$ cat src/assert_macros.svh
// Concurrent assertion helpers, sampled on clk and held off during reset.
`ifndef ASSERT_MACROS_SVH
`define ASSERT_MACROS_SVH

`ifndef ASSERT_OFF

// Check that a property holds at every clock edge out of reset.
`define BPM_ASSERT(lbl, prop, msg) \
	lbl: assert property (@(posedge clk) disable iff (!arst_n) (prop)) else $error(msg);

// Check that a condition is never true at a clock edge out of reset.
`define BPM_NEVER(lbl, cond, msg) \
	lbl: assert property (@(posedge clk) disable iff (!arst_n) !(cond)) else $error(msg);

`else

`define BPM_ASSERT(lbl, prop, msg)
`define BPM_NEVER(lbl, cond, msg)

`endif

`endif

$ cat src/bpm_pkg.sv
package bpm_pkg;

	localparam int unsigned STACK_DEPTH_DEF = 128;
	localparam int unsigned CHAR_W = 16;
	localparam int unsigned CNT_W = 16;
	localparam int unsigned STATUS_W = 3;

	localparam logic [CNT_W-1:0] CNT_MAX = '1;

	localparam logic [7:0] CH_LPAREN = 8'h28;
	localparam logic [7:0] CH_RPAREN = 8'h29;
	localparam logic [7:0] CH_LSQUARE = 8'h5B;
	localparam logic [7:0] CH_RSQUARE = 8'h5D;
	localparam logic [7:0] CH_LCURLY = 8'h7B;
	localparam logic [7:0] CH_RCURLY = 8'h7D;
	localparam logic [7:0] CH_DQUOTE = 8'h22;
	localparam logic [7:0] CH_BSLASH = 8'h5C;

	typedef enum logic [1:0] {
		KIND_PAREN,
		KIND_SQUARE,
		KIND_CURLY,
		KIND_QUOTE
	} kind_t;

	typedef enum logic [STATUS_W-1:0] {
		ST_SCANNING,
		ST_MATCHED,
		ST_WRONG_PAIR,
		ST_STRAY,
		ST_UNCLOSED,
		ST_OVERFLOW
	} status_t;

	// Stack operation issued by the scanner for one character.
	typedef struct packed {
		logic  upd;
		logic  clear;
		logic  push;
		logic  pop;
		kind_t kind;
	} stk_cmd_t;

	// What the scanner needs to see of the stack.
	typedef struct packed {
		logic  empty;
		logic  one;
		logic  full;
		kind_t top;
	} stk_view_t;

endpackage

$ cat src/bpm_if.sv
interface bpm_in_if;
	logic                        valid;
	logic                        ready;
	logic [bpm_pkg::CHAR_W-1:0]  char_code;
	logic                        range_last;

	modport source (output valid, output char_code, output range_last, input ready);
	modport sink (input valid, input char_code, input range_last, output ready);
endinterface

interface bpm_out_if;
	logic                          valid;
	logic                          ready;
	logic                          scan_done;
	logic [bpm_pkg::STATUS_W-1:0]  scan_status;
	logic                          bad_start;
	logic [bpm_pkg::CNT_W-1:0]     consumed_count;

	modport source (
		output valid, output scan_done, output scan_status,
		output bad_start, output consumed_count, input ready
	);
	modport sink (
		input valid, input scan_done, input scan_status,
		input bad_start, input consumed_count, output ready
	);
endinterface

$ cat src/bpm_stack.sv
`include "assert_macros.svh"

module bpm_stack #(
	parameter int unsigned STACK_DEPTH = bpm_pkg::STACK_DEPTH_DEF
) (
	input  logic                clk,
	input  logic                arst_n,
	input  bpm_pkg::stk_cmd_t   cmd,
	output bpm_pkg::stk_view_t  view
);
	import bpm_pkg::*;

	localparam int unsigned LVL_W = $clog2(STACK_DEPTH + 1);
	localparam int unsigned AW = $clog2(STACK_DEPTH);
	localparam logic [LVL_W-1:0] LVL_ZERO = '0;
	localparam logic [LVL_W-1:0] LVL_ONE = LVL_W'(1);
	localparam logic [LVL_W-1:0] LVL_TWO = LVL_W'(2);
	localparam logic [LVL_W-1:0] LVL_FULL = LVL_W'(STACK_DEPTH);

	// Top entry lives in top_q, the one below it in below_q; memory holds
	// entries 0 .. level-2 at their own index.
	kind_t            mem [STACK_DEPTH];
	kind_t            top_q;
	kind_t            below_q;
	logic [LVL_W-1:0] level_q;
	logic [LVL_W-1:0] level_nxt;
	logic [LVL_W-1:0] rd_lvl;
	logic [LVL_W-1:0] wr_lvl;
	logic [AW-1:0]    rd_addr;
	logic [AW-1:0]    wr_addr;
	logic             do_push;
	logic             do_pop;
	logic             wr_en;

	assign do_push = cmd.upd && cmd.push && !cmd.clear;
	assign do_pop = cmd.upd && cmd.pop && !cmd.clear;

	always_comb begin
		priority if (cmd.clear) begin
			level_nxt = LVL_ZERO;
		end else if (do_push) begin
			level_nxt = level_q + LVL_ONE;
		end else if (do_pop) begin
			level_nxt = level_q - LVL_ONE;
		end else begin
			level_nxt = level_q;
		end
	end

	// Fetch the entry that will sit below the new top.
	assign rd_lvl = level_nxt - LVL_TWO;
	assign rd_addr = rd_lvl[AW-1:0];
	// Spill the old top to its own index on a push.
	assign wr_lvl = level_q - LVL_ONE;
	assign wr_addr = wr_lvl[AW-1:0];
	assign wr_en = do_push && (level_q != LVL_ZERO);

	always_ff @(posedge clk or negedge arst_n) begin
		if (!arst_n) begin
			level_q <= LVL_ZERO;
		end else if (cmd.upd) begin
			level_q <= level_nxt;
		end
	end

	always_ff @(posedge clk) begin
		if (wr_en) begin
			mem[wr_addr] <= top_q;
		end
		if (cmd.upd) begin
			// Bypass the memory when the entry below is the one being spilled.
			if (do_push) begin
				below_q <= top_q;
			end else begin
				below_q <= mem[rd_addr];
			end
		end
		if (do_push) begin
			top_q <= cmd.kind;
		end else if (do_pop) begin
			top_q <= below_q;
		end
	end

	assign view.empty = (level_q == LVL_ZERO);
	assign view.one = (level_q == LVL_ONE);
	assign view.full = (level_q == LVL_FULL);
	assign view.top = top_q;

	`BPM_NEVER(a_push_full, do_push && view.full, "push on a full stack")
	`BPM_NEVER(a_pop_empty, do_pop && view.empty, "pop on an empty stack")
	`BPM_ASSERT(a_push_top, do_push |=> (top_q == $past(cmd.kind)), "pushed kind not on top")
	`BPM_ASSERT(a_clear_empty, (cmd.upd && cmd.clear) |=> view.empty, "stack not empty after clear")
	`BPM_ASSERT(a_pop_level, do_pop |=> (level_q == $past(level_q) - LVL_ONE), "pop lost a level")

endmodule

$ cat src/bpm_scan.sv
module bpm_scan (
	input  logic                        clk,
	input  logic                        arst_n,
	input  logic                        valid_s1,
	input  logic [bpm_pkg::CHAR_W-1:0]  char_s1,
	input  logic                        last_s1,
	output logic                        adv,
	output bpm_pkg::stk_cmd_t           cmd,
	input  bpm_pkg::stk_view_t          view,
	bpm_out_if.source                   results
);
	import bpm_pkg::*;

	logic             active_q;
	logic             skip_q;
	logic [CNT_W-1:0] cnt_q;
	logic             bad_q;

	logic             out_valid_q;
	logic             done_q;
	status_t          status_q;
	logic             bad_out_q;
	logic [CNT_W-1:0] cnt_out_q;

	logic             fire;
	logic [7:0]       lo;
	logic             is8;
	logic             is_open;
	logic             is_close;
	kind_t            open_k;
	kind_t            close_k;
	logic             is_bslash;
	logic             is_dq;
	logic             start_bad;
	logic             bad_cur;
	logic [CNT_W-1:0] cnt_base;
	logic [CNT_W-1:0] cnt_nxt;
	logic             has_top;
	logic             quote_top;
	logic             push;
	logic             pop;
	logic             err;
	status_t          err_st;
	logic             skip_nxt;
	logic             empty_after;
	status_t          status;
	logic             done;

	assign adv = !out_valid_q || results.ready;
	assign fire = valid_s1 && adv;

	assign lo = char_s1[7:0];
	assign is8 = (char_s1[CHAR_W-1:8] == '0);

	always_comb begin
		is_open = 1'b0;
		is_close = 1'b0;
		open_k = KIND_PAREN;
		close_k = KIND_PAREN;
		if (is8) begin
			unique case (lo)
				CH_LPAREN: begin is_open = 1'b1; open_k = KIND_PAREN; end
				CH_LSQUARE: begin is_open = 1'b1; open_k = KIND_SQUARE; end
				CH_LCURLY: begin is_open = 1'b1; open_k = KIND_CURLY; end
				CH_DQUOTE: begin is_open = 1'b1; open_k = KIND_QUOTE; end
				CH_RPAREN: begin is_close = 1'b1; close_k = KIND_PAREN; end
				CH_RSQUARE: begin is_close = 1'b1; close_k = KIND_SQUARE; end
				CH_RCURLY: begin is_close = 1'b1; close_k = KIND_CURLY; end
				default: begin end
			endcase
		end
	end

	assign is_bslash = is8 && (lo == CH_BSLASH);
	assign is_dq = is8 && (lo == CH_DQUOTE);
	assign start_bad = !(is8 && (lo == CH_LPAREN || lo == CH_LSQUARE || lo == CH_LCURLY));

	// A character seen while idle opens a new scan.
	assign bad_cur = active_q ? bad_q : start_bad;
	assign cnt_base = active_q ? cnt_q : '0;
	assign cnt_nxt = (cnt_base == CNT_MAX) ? cnt_base : cnt_base + CNT_W'(1);

	assign has_top = !view.empty;
	assign quote_top = has_top && (view.top == KIND_QUOTE);

	always_comb begin
		push = 1'b0;
		pop = 1'b0;
		err = 1'b0;
		err_st = ST_WRONG_PAIR;
		skip_nxt = 1'b0;
		priority if (skip_q) begin
			skip_nxt = 1'b0;
		end else if (quote_top) begin
			if (is_bslash) begin
				skip_nxt = 1'b1;
			end else if (is_dq) begin
				pop = 1'b1;
			end
		end else if (is_open) begin
			if (view.full) begin
				err = 1'b1;
				err_st = ST_OVERFLOW;
			end else begin
				push = 1'b1;
			end
		end else if (is_close) begin
			if (has_top && (view.top == close_k)) begin
				pop = 1'b1;
			end else begin
				err = 1'b1;
				err_st = has_top ? ST_WRONG_PAIR : ST_STRAY;
			end
		end else begin
			skip_nxt = 1'b0;
		end
	end

	assign empty_after = (view.empty && !push) || (pop && view.one);

	always_comb begin
		priority if (err) begin
			status = err_st;
		end else if (empty_after) begin
			status = ST_MATCHED;
		end else if (last_s1) begin
			status = ST_UNCLOSED;
		end else begin
			status = ST_SCANNING;
		end
	end

	assign done = (status != ST_SCANNING);

	always_comb begin
		cmd.upd = fire;
		cmd.clear = done;
		cmd.push = push;
		cmd.pop = pop;
		cmd.kind = open_k;
	end

	always_ff @(posedge clk or negedge arst_n) begin
		if (!arst_n) begin
			active_q <= 1'b0;
			skip_q <= 1'b0;
			cnt_q <= '0;
			bad_q <= 1'b0;
			out_valid_q <= 1'b0;
		end else begin
			if (fire) begin
				active_q <= !done;
				skip_q <= skip_nxt && !done;
				cnt_q <= cnt_nxt;
				bad_q <= bad_cur;
			end
			if (fire) begin
				out_valid_q <= 1'b1;
			end else if (results.ready) begin
				out_valid_q <= 1'b0;
			end
		end
	end

	always_ff @(posedge clk) begin
		if (fire) begin
			done_q <= done;
			status_q <= status;
			bad_out_q <= bad_cur;
			cnt_out_q <= cnt_nxt;
		end
	end

	assign results.valid = out_valid_q;
	assign results.scan_done = done_q;
	assign results.scan_status = status_q;
	assign results.bad_start = bad_out_q;
	assign results.consumed_count = cnt_out_q;

endmodule

$ cat src/bracket_pair_matcher.sv
// Bracket pair matcher: takes one UTF-16 code unit per transaction on the
// chars channel (char_code, range_last) and returns one result per character
// on the results channel (scan_done, scan_status, bad_start, consumed_count).
// A scan starts with the first character after reset or after a finished
// scan, tracks ( [ { and string quotes on a stack, and ends when the stack
// empties, on an error, or at the range's last character.
// Each accepted character is registered in the input register (valid_s1,
// char_s1, last_s1); its result is then registered in the result register
// that drives results, and is held there until it is taken.
// Throughput: one character per cycle while results is not stalled; the
// top two stack entries are registers; no push or pop waits on a memory read.
// Reset clears the scan state and the stack level; the stack memory keeps
// its contents, and no character needs to wait after reset.
// When results is stalled, the pending result holds and one further character
// is held in the input register; chars.ready then drops until results drains.
module bracket_pair_matcher #(
	parameter int unsigned STACK_DEPTH = bpm_pkg::STACK_DEPTH_DEF
) (
	input  logic        clk,
	input  logic        arst_n,
	bpm_in_if.sink      chars,
	bpm_out_if.source   results
);
	import bpm_pkg::*;

	logic              valid_s1;
	logic [CHAR_W-1:0] char_s1;
	logic              last_s1;
	logic              adv;
	stk_cmd_t          cmd;
	stk_view_t         view;

	assign chars.ready = !valid_s1 || adv;

	always_ff @(posedge clk or negedge arst_n) begin
		if (!arst_n) begin
			valid_s1 <= 1'b0;
		end else if (chars.ready) begin
			valid_s1 <= chars.valid;
		end
	end

	always_ff @(posedge clk) begin
		if (chars.valid && chars.ready) begin
			char_s1 <= chars.char_code;
			last_s1 <= chars.range_last;
		end
	end

	bpm_scan u_scan (
		.clk      (clk),
		.arst_n   (arst_n),
		.valid_s1 (valid_s1),
		.char_s1  (char_s1),
		.last_s1  (last_s1),
		.adv      (adv),
		.cmd      (cmd),
		.view     (view),
		.results  (results)
	);

	bpm_stack #(
		.STACK_DEPTH (STACK_DEPTH)
	) u_stack (
		.clk    (clk),
		.arst_n (arst_n),
		.cmd    (cmd),
		.view   (view)
	);

endmodule

$ cat src/flat_wrapper.sv
// flat-port wrapper written by rule: the top's interface ports become plain ports
module bracket_pair_matcher_flat import bpm_pkg::*;
#(
	parameter int unsigned STACK_DEPTH = bpm_pkg::STACK_DEPTH_DEF
)
  (clk, arst_n, chars_valid, chars_char_code, chars_range_last, chars_ready, results_valid, results_scan_done, results_scan_status, results_bad_start, results_consumed_count, results_ready);
  bpm_in_if chars_i ();
  bpm_out_if results_i ();
  input  logic clk;
  input  logic arst_n;
  input wire logic [$bits(chars_i.valid)-1:0] chars_valid;
  input wire logic [$bits(chars_i.char_code)-1:0] chars_char_code;
  input wire logic [$bits(chars_i.range_last)-1:0] chars_range_last;
  output wire logic [$bits(chars_i.ready)-1:0] chars_ready;
  output wire logic [$bits(results_i.valid)-1:0] results_valid;
  output wire logic [$bits(results_i.scan_done)-1:0] results_scan_done;
  output wire logic [$bits(results_i.scan_status)-1:0] results_scan_status;
  output wire logic [$bits(results_i.bad_start)-1:0] results_bad_start;
  output wire logic [$bits(results_i.consumed_count)-1:0] results_consumed_count;
  input wire logic [$bits(results_i.ready)-1:0] results_ready;
  assign chars_i.valid = chars_valid;
  assign chars_i.char_code = chars_char_code;
  assign chars_i.range_last = chars_range_last;
  assign chars_ready = chars_i.ready;
  assign results_valid = results_i.valid;
  assign results_scan_done = results_i.scan_done;
  assign results_scan_status = results_i.scan_status;
  assign results_bad_start = results_i.bad_start;
  assign results_consumed_count = results_i.consumed_count;
  assign results_i.ready = results_ready;
  bracket_pair_matcher #(.STACK_DEPTH(STACK_DEPTH)) u_core (.clk(clk), .arst_n(arst_n), .chars(chars_i), .results(results_i));
endmodule
$ cat config.mk
export PLATFORM = sky130hd
export DESIGN_NAME = bracket_pair_matcher_flat
export DESIGN_NICKNAME = d
export VERILOG_FILES = /design/src/bpm_pkg.sv /design/src/bpm_if.sv /design/src/bpm_stack.sv /design/src/bpm_scan.sv /design/src/bracket_pair_matcher.sv /design/src/flat_wrapper.sv
export VERILOG_INCLUDE_DIRS = /design/src /design/src/src
export SDC_FILE = /design/constraint.sdc
export NUM_CORES = 1
export LEC_CHECK = 0
export BUFFER_PORTS_ARGS = -buffer_cell sky130_fd_sc_hd__buf_2
export CAP_MARGIN = 20
export CORE_MARGIN = 2
export CORE_UTILIZATION = 40
export DETAILED_ROUTE_END_ITERATION = 12
export PLACE_DENSITY = 0.66
export SETUP_SLACK_MARGIN = 0.4
export SLEW_MARGIN = 5
export SYNTH_ARGS = -nofsm -noshare
export SYNTH_HDL_FRONTEND = slang
export SYNTH_SLANG_ARGS = --single-unit
$ cat constraint.sdc
create_clock -name clk -period 5.8 [get_ports clk]
set_input_delay 0.87 -clock clk [delete_from_list [all_inputs] [get_ports clk]]
set_output_delay 0.87 -clock clk [all_outputs]
set_load 0.1 [all_outputs]
==> results.md <==
- Status: finished clean
- Crit. Startpoint: u_core.char_s1[4]
- Tightest Pin Transition: 0.967 ns
- RSZ-0062 raised after global routing: false
- Final setup violation count: 0
- Seq pwr share: 0.530
- Initial DRT Pass Iterations: 5
- Ys flop type: edfxtp_1
- Starting DRT DRC Count: 996
- Post-synth EDFFs: 298
- Crit path time final: 5.09 ns
- Setup crit end: u_core.u_stack.below_q[1]
- Worst-case clock buffer depth: 3
- Synth Area in Adders: 0.00505
- Worst Path Required: 6.06 ns
- Compound-Gate Fraction of Synth Area: 0.0671
- Num ports: 44
- Hold WC Path Type: input port to async pin
- Final Slew Violations: 0
- Distinct cells, synth: 85
- Root buffer cell: clkbuf_16
- Initial Util: 0.406
- GRT overflow: 0
- Cell Pwr Density: 288 nW/um^2
- Mapped Cells: 1123
- Worst-skew pair later-pin latency: 0.52 ns
- # diodes: 0
- Type of origin of the critical path: flip-flop
- Yosys reg bits: 327
- Largest net degree at the start of global routing: 98
- GP Congestion: 0.892
- H-tree level count: 2
- Core area: 36600 sq um
- Reg2Reg Setup Slack: 0.71 ns
- Post-synth top area share: 0.602
- Worst R2R Path Depth: 16
- Vias after detailed routing: 9459
- Most frequent cell after synthesis: edfxtp_1
- Sw Pwr: 1.02 mW
- Storage cell area: 9680 sq um
- TritonCTS Buffers: 35
- Syn Nets: 1150
- Max frequency: 196 MHz
- Simple-gate share of the synthesized area: 0.148
- Logic pwr share: 0.025
- Height of the die: 197 microns
- Total wire length: 34.7 mm
- Main combinational cell family by area after synthesis: simple AND/OR/NAND/NOR gates
- CP arrival: 5.35 ns
- DIE WIDTH: 197 microns
- Final Cycle Share: 0.878
- PortBufs: 43
- Top post-synthesis cells by count: 298 x edfxtp_1, 160 x nand2_1, 160 x nor2_1
- Critical path class: flip-flop to flip-flop
- Die area: 38700 sq um
- Post-synthesis xor/xnor area fraction: 0.0171
- Maxcap violations: 0
- Mean Syn Cell Area: 13.2 sq um
- Cell Int Power: 3.84 mW
- Setup TNS: 0 ns
- Launch point of the worst reg-to-reg path: u_core.char_s1[4]
- Synthesis Warnings: 0
- RR Endpoint: u_core.u_stack.below_q[1]
- Nets: 1207
- Multi-input logic area: 4940 sq um
- Dpl hpwl: 22.1 mm
- Largest cells by area after synthesis: edfxtp_1 60%, dfrtp_1 4.9%, nand2_1 4.0%
- Total power draw: 4.86 mW
- Post-route ant nets: 0
- Via density: 5.65
- Final Skew: 0.0145 ns
- Clk pwr share: 0.446
- Async SR Flop Fraction: 0.0887
- Synth Cell Area: 14900 sq um
- Net Sw Frac: 0.210
- Share of layout cells above drive strength 1: 0.176
- CP Capture Type: flip-flop
- Sinks on Clock Net: 327
- Slew margin rel.: 0.355
- Vias in the first global route: 9371
- Antenna violations before repair: 0
- Gr usage total: 0.181
- Clk pin slew, worst setup/hold paths: 0.06 ns
- Hold Vio Cnt, Final: 0
- Layout area overhead: 13.5%
- Routed WL per cell: 20.7 microns
- # DRC: 0
- Leading area contributor after synthesis: edfxtp_1
- Row Count: 70
- Static Leakage: 5.97 nW
- Fill cells: 3246
- Worst VDD drop: 0.179 mV
- Critical Path Fanout Max: 20
- Sequential area share after synthesis: 0.651
- Multiplexer share of the synthesized area: 0.0897
- First-pass GRT wire length: 54.3 mm
- CTS tree: yes
-- cell families after synthesis --
| kind of cell | count (synthesis) |
|---|---|
| compound gates | 129 |
| xor+xnor | 26 |
| simple gates | 470 |
| fa+ha+maj | 6 |
| flops | 327 |
| buf+inv | 65 |
| mux | 100 |
-- timing repair --
action,CTS,global route
resized for setup,0,8
hold buffers,0,0
setup endpoints to repair,0,26
setup buffers,0,3
-- metrics by stage --
step                      area [sq um]  utilization  worst slack (ns)  std cells  hold slack (ns)
final                            16900        0.460             0.705       1675            0.421
after global routing             16900        0.460             0.407       1675            0.461
after CTS                        16800        0.458             0.601       1671            0.432
after detailed placement         15700        0.428             0.617       1607            0.473
after global placement           15700        0.428             0.696       1607            0.460
after floorplan                  14900            -             0.353       1123            0.446
-- per-layer routing --
metal / up-vias / part of all wire / track usage
met1: 4707 / 0.43 / 0.253
met3: 74 / 0.070 / 0.0311
met5: - / 0 / 0
met4: 0 / 0.029 / 0.0557
met2: 340 / 0.47 / 0.291
li1: 4338 / - / -
-- sequential cells by signal, indices dropped and copies added (netlist names), 2 cells and up --
signal and count:
u_core.u_scan.results.scan_status 3, u_core.u_stack.mem 256, u_core.char_s1 16, u_core.u_stack.top_q 2
u_core.u_stack.level_q 8, u_core.u_scan.cnt_q 16, u_core.u_stack.below_q 2, u_core.u_scan.results.consumed_count 16
-- worst max-delay path, cell delays in order (launching register included) --
cell and delay [ns]:
edfxtp_1 0.48, or4b_4 0.60, o32a_1 0.21, o21ai_0 0.52, nand4_1 0.20, a21oi_1 0.25
xnor2_1 0.16, nand2b_1 0.26, ha_4 0.25, xnor2_4 0.24, buf_4 0.34, mux2i_1 0.25
mux2i_1 0.10, a32o_1 0.23, a221oi_2 0.29, o22ai_1 0.13, o41a_1 0.32
-- how the worst min path moves through the flow --
stage,startpoint,endpoint,slack (ns),cells after the start
floorplan,u_core.u_scan.cnt_q[12],u_core.u_scan.cnt_q[12],0.45,2
global placement,u_core.u_scan.cnt_q[12],u_core.u_scan.cnt_q[12],0.46,2
detailed placement,u_core.u_scan.cnt_q[0],u_core.u_scan.cnt_q[0],0.47,2
CTS,arst_n,u_core.u_stack.level_q[1],0.43,1
global route,arst_n,u_core.u_scan.cnt_q[1],0.46,1
finish,arst_n,u_core.u_scan.cnt_q[14],0.42,1
-- power by group through the flow --
| stage | logic (mW) | clock network, mW | registers [mW] |
|---|---|---|---|
| floorplan | 0.0345 | 0 | 2.68 |
| global placement | 0.119 | 0 | 2.62 |
| detailed placement | 0.120 | 0 | 2.62 |
| CTS | 0.120 | 2.21 | 2.57 |
| global route | 0.126 | 2.30 | 2.57 |
| finish | 0.119 | 2.16 | 2.57 |
-- area by class of cell --
cell class / count / share of cell area
Tap cell: 468 / 0.0347
Inverter: 9 / 0.00215
Clock buffer: 41 / 0.0557
Timing Repair Buffer: 76 / 0.0295
Multi-Input combinational cell: 731 / 0.293
Clock inverter: 23 / 0.0110
Sequential cell: 327 / 0.574
-- cell usage in the layout (no fill, tap or decap), drive strengths merged, types with 11 or more instances in the layout --
cell    synthesis  routed
a21oi          16      16
a31oi          16      16
and2           17      17
and3           14      14
buf            29      75
clkbuf         27      42
clkinv          0      19
dfrtp          29      29
edfxtp        298     298
mux2           22      22
mux2i          54      54
mux4           24      24
nand2         160     160
nand3          29      29
nand4          12      12
nor2          161     161
nor3           15      15
o21ai          24      24
o22ai          11      11
xnor2          19      19
No activity file was read; power rests on OpenSTA's default activity.
